**src/rtl/tpi_pkg.sv**
```systemverilog
`default_nettype none

package tpi_pkg;

    localparam int SLOT_BITS     = 16;
    localparam int VERTEX_BITS   = 3 * SLOT_BITS;
    localparam int MUL_CHUNK_LOG = 3;
    localparam int MUL_CHUNK     = 1 << MUL_CHUNK_LOG;

    // cycles through tpi_mul for a chunked operand of wb bits
    function automatic int mul_latency(input int wb);
        return ((wb + MUL_CHUNK - 1) >> MUL_CHUNK_LOG) + 2;
    endfunction

endpackage

`default_nettype wire

```
**src/rtl/tpi_mul.sv**
```systemverilog
`default_nettype none

module tpi_mul #(
    parameter int WA = 16,
    parameter int WB = 16
) (
    input  logic                     clk,
    input  logic signed [WA-1:0]     a,
    input  logic signed [WB-1:0]     b,
    output logic signed [WA+WB-1:0]  p
);

    localparam int CW  = tpi_pkg::MUL_CHUNK;
    localparam int NCH = (WB + CW - 1) / CW;
    localparam int BPW = NCH * CW;
    localparam int PW  = WA + WB;
    localparam int QW  = WA + CW;

    logic [WA-1:0]  a_u;
    logic [WB-1:0]  b_u;
    logic [WA-1:0]  a_abs;
    logic [WB-1:0]  b_abs;

    logic [WA-1:0]  amag_reg [NCH];
    logic [BPW-1:0] bmag_reg [NCH];
    logic           neg_reg  [NCH+1];
    logic [PW-1:0]  acc_reg  [NCH];
    logic [PW-1:0]  p_reg;

    assign a_u   = a;
    assign b_u   = b;
    assign a_abs = a_u[WA-1] ? (~a_u + 1'b1) : a_u;
    assign b_abs = b_u[WB-1] ? (~b_u + 1'b1) : b_u;

    // magnitudes in, sign kept aside
    always_ff @(posedge clk)
    begin
        amag_reg[0] <= a_abs;
        bmag_reg[0] <= BPW'(b_abs);
        neg_reg[0]  <= a_u[WA-1] ^ b_u[WB-1];
    end

    // one chunk of b per stage
    for (genvar k = 0; k < NCH; k++) begin : g_chunk
        logic [QW-1:0] prod;
        logic [PW-1:0] part;

        assign prod = QW'(amag_reg[k]) * QW'(bmag_reg[k][k*CW +: CW]);
        assign part = PW'(prod) << (k * CW);

        if (k == 0) begin : g_first
            always_ff @(posedge clk)
            begin
                acc_reg[0] <= part;
            end
        end else begin : g_rest
            always_ff @(posedge clk)
            begin
                acc_reg[k] <= acc_reg[k-1] + part;
            end
        end

        if (k < NCH - 1) begin : g_pass
            always_ff @(posedge clk)
            begin
                amag_reg[k+1] <= amag_reg[k];
                bmag_reg[k+1] <= bmag_reg[k];
            end
        end

        always_ff @(posedge clk)
        begin
            neg_reg[k+1] <= neg_reg[k];
        end
    end

    always_ff @(posedge clk)
    begin
        p_reg <= neg_reg[NCH] ? (~acc_reg[NCH-1] + 1'b1) : acc_reg[NCH-1];
    end

    assign p = p_reg;

endmodule

`default_nettype wire

```
**config.mk**
```make
export PLATFORM = sky130hd
export DESIGN_NAME = tpi_mul
export DESIGN_NICKNAME = d
export VERILOG_FILES = /design/src/rtl/tpi_pkg.sv /design/src/rtl/tpi_mul.sv
export SDC_FILE = /design/constraint.sdc
export NUM_CORES = 1
export LEC_CHECK = 0
export ABC_CLOCK_PERIOD_IN_PS = 6800
export BUFFER_PORTS_ARGS = -buffer_cell sky130_fd_sc_hd__buf_2
export CAP_MARGIN = 15
export CORE_ASPECT_RATIO = 1.4
export CORE_MARGIN = 4
export CORE_UTILIZATION = 35
export DETAILED_ROUTE_END_ITERATION = 10
export PLACE_DENSITY_LB_ADDON = 0.12
export SLEW_MARGIN = 20
export SYNTH_ARGS = -nofsm -noshare
export SYNTH_HDL_FRONTEND = slang
export SYNTH_SLANG_ARGS = --single-unit
```
**constraint.sdc**
```tcl
create_clock -name clk -period 6.8 [get_ports clk]
set_input_delay 1.02 -clock clk [delete_from_list [all_inputs] [get_ports clk]]
set_output_delay 1.02 -clock clk [all_outputs]
set_load 0.05 [all_outputs]
```
==> metrics.cfg <==
[run_status]
status=complete, no violations

[clock_network]
cts.clk_slew.worst_paths_ps=60
cts_tree=built
clockBufferDepth=2
cts.sinks=147
clkLatencyLatePin_ps=440
htreeDepth=4
cts_resized=0
cts_setup_buffers=0
postCtsHoldBufs=0
root_buffer=clkbuf_16
numCtsBuffers=17

[setup_path]
slowest_delay_ps=640
path_delay_family=adder cells
cp_slowest_cell=dfxtp_1
start_kind=flop
arrival_ps=6490
path_buf_inv=4
rr_worst_depth=26
path_depth=26
path_max_fanout=16
crit_top_cell=fa_1
end_kind=flop
required_ps=7120
crit_type=reg2reg
r2r_slack_ps=630

[route]
wl_per_cell_um=14.6
routed_wl_mm=27.7
drc=0
ant_nets=0
via_per_inst=4.67
drtPass1Iterations=5
vias=8854
first_iter_violations=249

[run]
cap_violations=0

[final_layout]
num_antenna_cells=0
drive_above_1_share_pct=8.16
syn_to_final_growth_pct=10.9
largest_reg_flops=56
fin_nets=1731

[timing]
worst_pin_slew_ps=771
clock_skew_ps=8.44
finalHoldViolations=0
fin_crit_ps=6170
finalSetupTns_ps=0
fmax_mhz=162
finalSetupViolCount=0
maxSlewViolCount=0
rsz0062_at_grt=false
period_share_pct=90.7
max_slew_margin_pct=47.9
holdWs_ps=327

[logic_synthesis]
synth_most_common_cell=inv_1
synthFlopType=dfxtp_1
ys_types=51
netlist_instances=1355
synthTopCellsByArea=fa_1 26%, dfxtp_1 23%, ha_1 11%, and2_1 7.9%, xnor2_1 6.2%
synth_commonest_cells=199 x inv_1, 169 x fa_1, 162 x and2_1, 147 x dfxtp_1, 140 x nand2_1
syn_avg_cell_area_sq_um=9.52
yosysTopAreaCellShare_pct=26.2
synthesis.nets=1666
synth-seq-cells=147
synth_area_leader_cell=fa_1
ys_warn_count=0
netlist_area_sq_mm=0.0129
synthArstFlopShare_pct=0
yosysSeqAreaShare_pct=22.8
synth_edf_count=0

[grt]
grt_pass1_vias=9725
grt_max_degree=33
overflow=0
track_usage_pct=14.9
grt_antenna_before_repair=0
grt_pass1_wl_mm=48.4

[die]
core-area_sq_mm=0.0361
rows=82
die_h_um=235
fp.dieW_um=170
io_pins=65
die_area_sq_mm=0.0400
initial_core_util_pct=35.7

[hold_path]
hold_depth=0
min_path_type=reg2reg

[placement]
port_buffers=64
place_congestion=0.824
hpwlAfterDp_mm=23.3

cells by family (layout without fill, tap and decap cells):
family	Yosys count	count (layout)	share of synthesized area (%)
AND/OR/NAND/NOR	420	420	17.4
adder cells (fa/ha/maj)	278	278	36.8
buffers and inverters	224	302	6.52
AO/OA/AOI/OAI	171	171	8.65
flip-flops	147	147	22.8
XOR/XNOR	115	115	7.81
final cells by class:
| class | count | area (sq um) |
|---|---|---|
| fillers | 3682 | 21800 |
| multi-input cells | 984 | 9120 |
| flip-flops and latches | 147 | 2940 |
| inverters | 199 | 747 |
| well taps | 462 | 578 |
| clock buffers | 17 | 425 |
| repair buffers | 71 | 373 |
| clock inverters | 15 | 126 |
final timing paths:
| path | startpoint | to |
|---|---|---|
| worst max-delay path | bmag_reg[0][31] | acc_reg[0][63] |
| worst min-delay path | acc_reg[0][3] | acc_reg[0][35] |
| worst max register to register | bmag_reg[0][31] | acc_reg[0][63] |
| worst min register to register | acc_reg[0][3] | acc_reg[0][35] |
metrics by stage:
| stage | cells | setup slack, ps | cell area (sq um) | util (%) |
|---|---|---|---|---|
| 2_1_floorplan | 1355 | 1060 | 12900 | - |
| 3_3_place_gp | 1863 | 732 | 13800 | 38.1 |
| 3_5_place_dp | 1863 | 624 | 13800 | 38.1 |
| 4_1_cts | 1895 | 613 | 14300 | 39.6 |
| 5_1_grt | 1895 | 163 | 14300 | 39.6 |
| 6_report | 1895 | 634 | 14300 | 39.6 |
routing by layer:
metal  vias to the layer above  share of wire, %  wire [um]  global-route usage (%)
met5                         -                 0          0                       0
met2                       101                51      14100                    26.3
met1                      4283                44      12100                    18.4
li1                       4441                 -          -                       -
met4                         0               2.7        736                    5.33
met3                        29               2.5        688                    2.08
layout by cell type (no fill, tap or decap), drive strengths merged, types with 17 or more instances in the layout:
| cell type | count |
|---|---|
| a21oi | 39 |
| a21o | 18 |
| inv | 204 |
| xor2 | 24 |
| nor2 | 33 |
| clkbuf | 17 |
| o21ai | 39 |
| dfxtp | 147 |
| buf | 71 |
| fa | 169 |
| xnor2 | 91 |
| and2 | 162 |
| ha | 109 |
| nand2 | 140 |
Power is not shown: default switching activity piles up to over one toggle a cycle in this logic, so the estimate is an artifact.
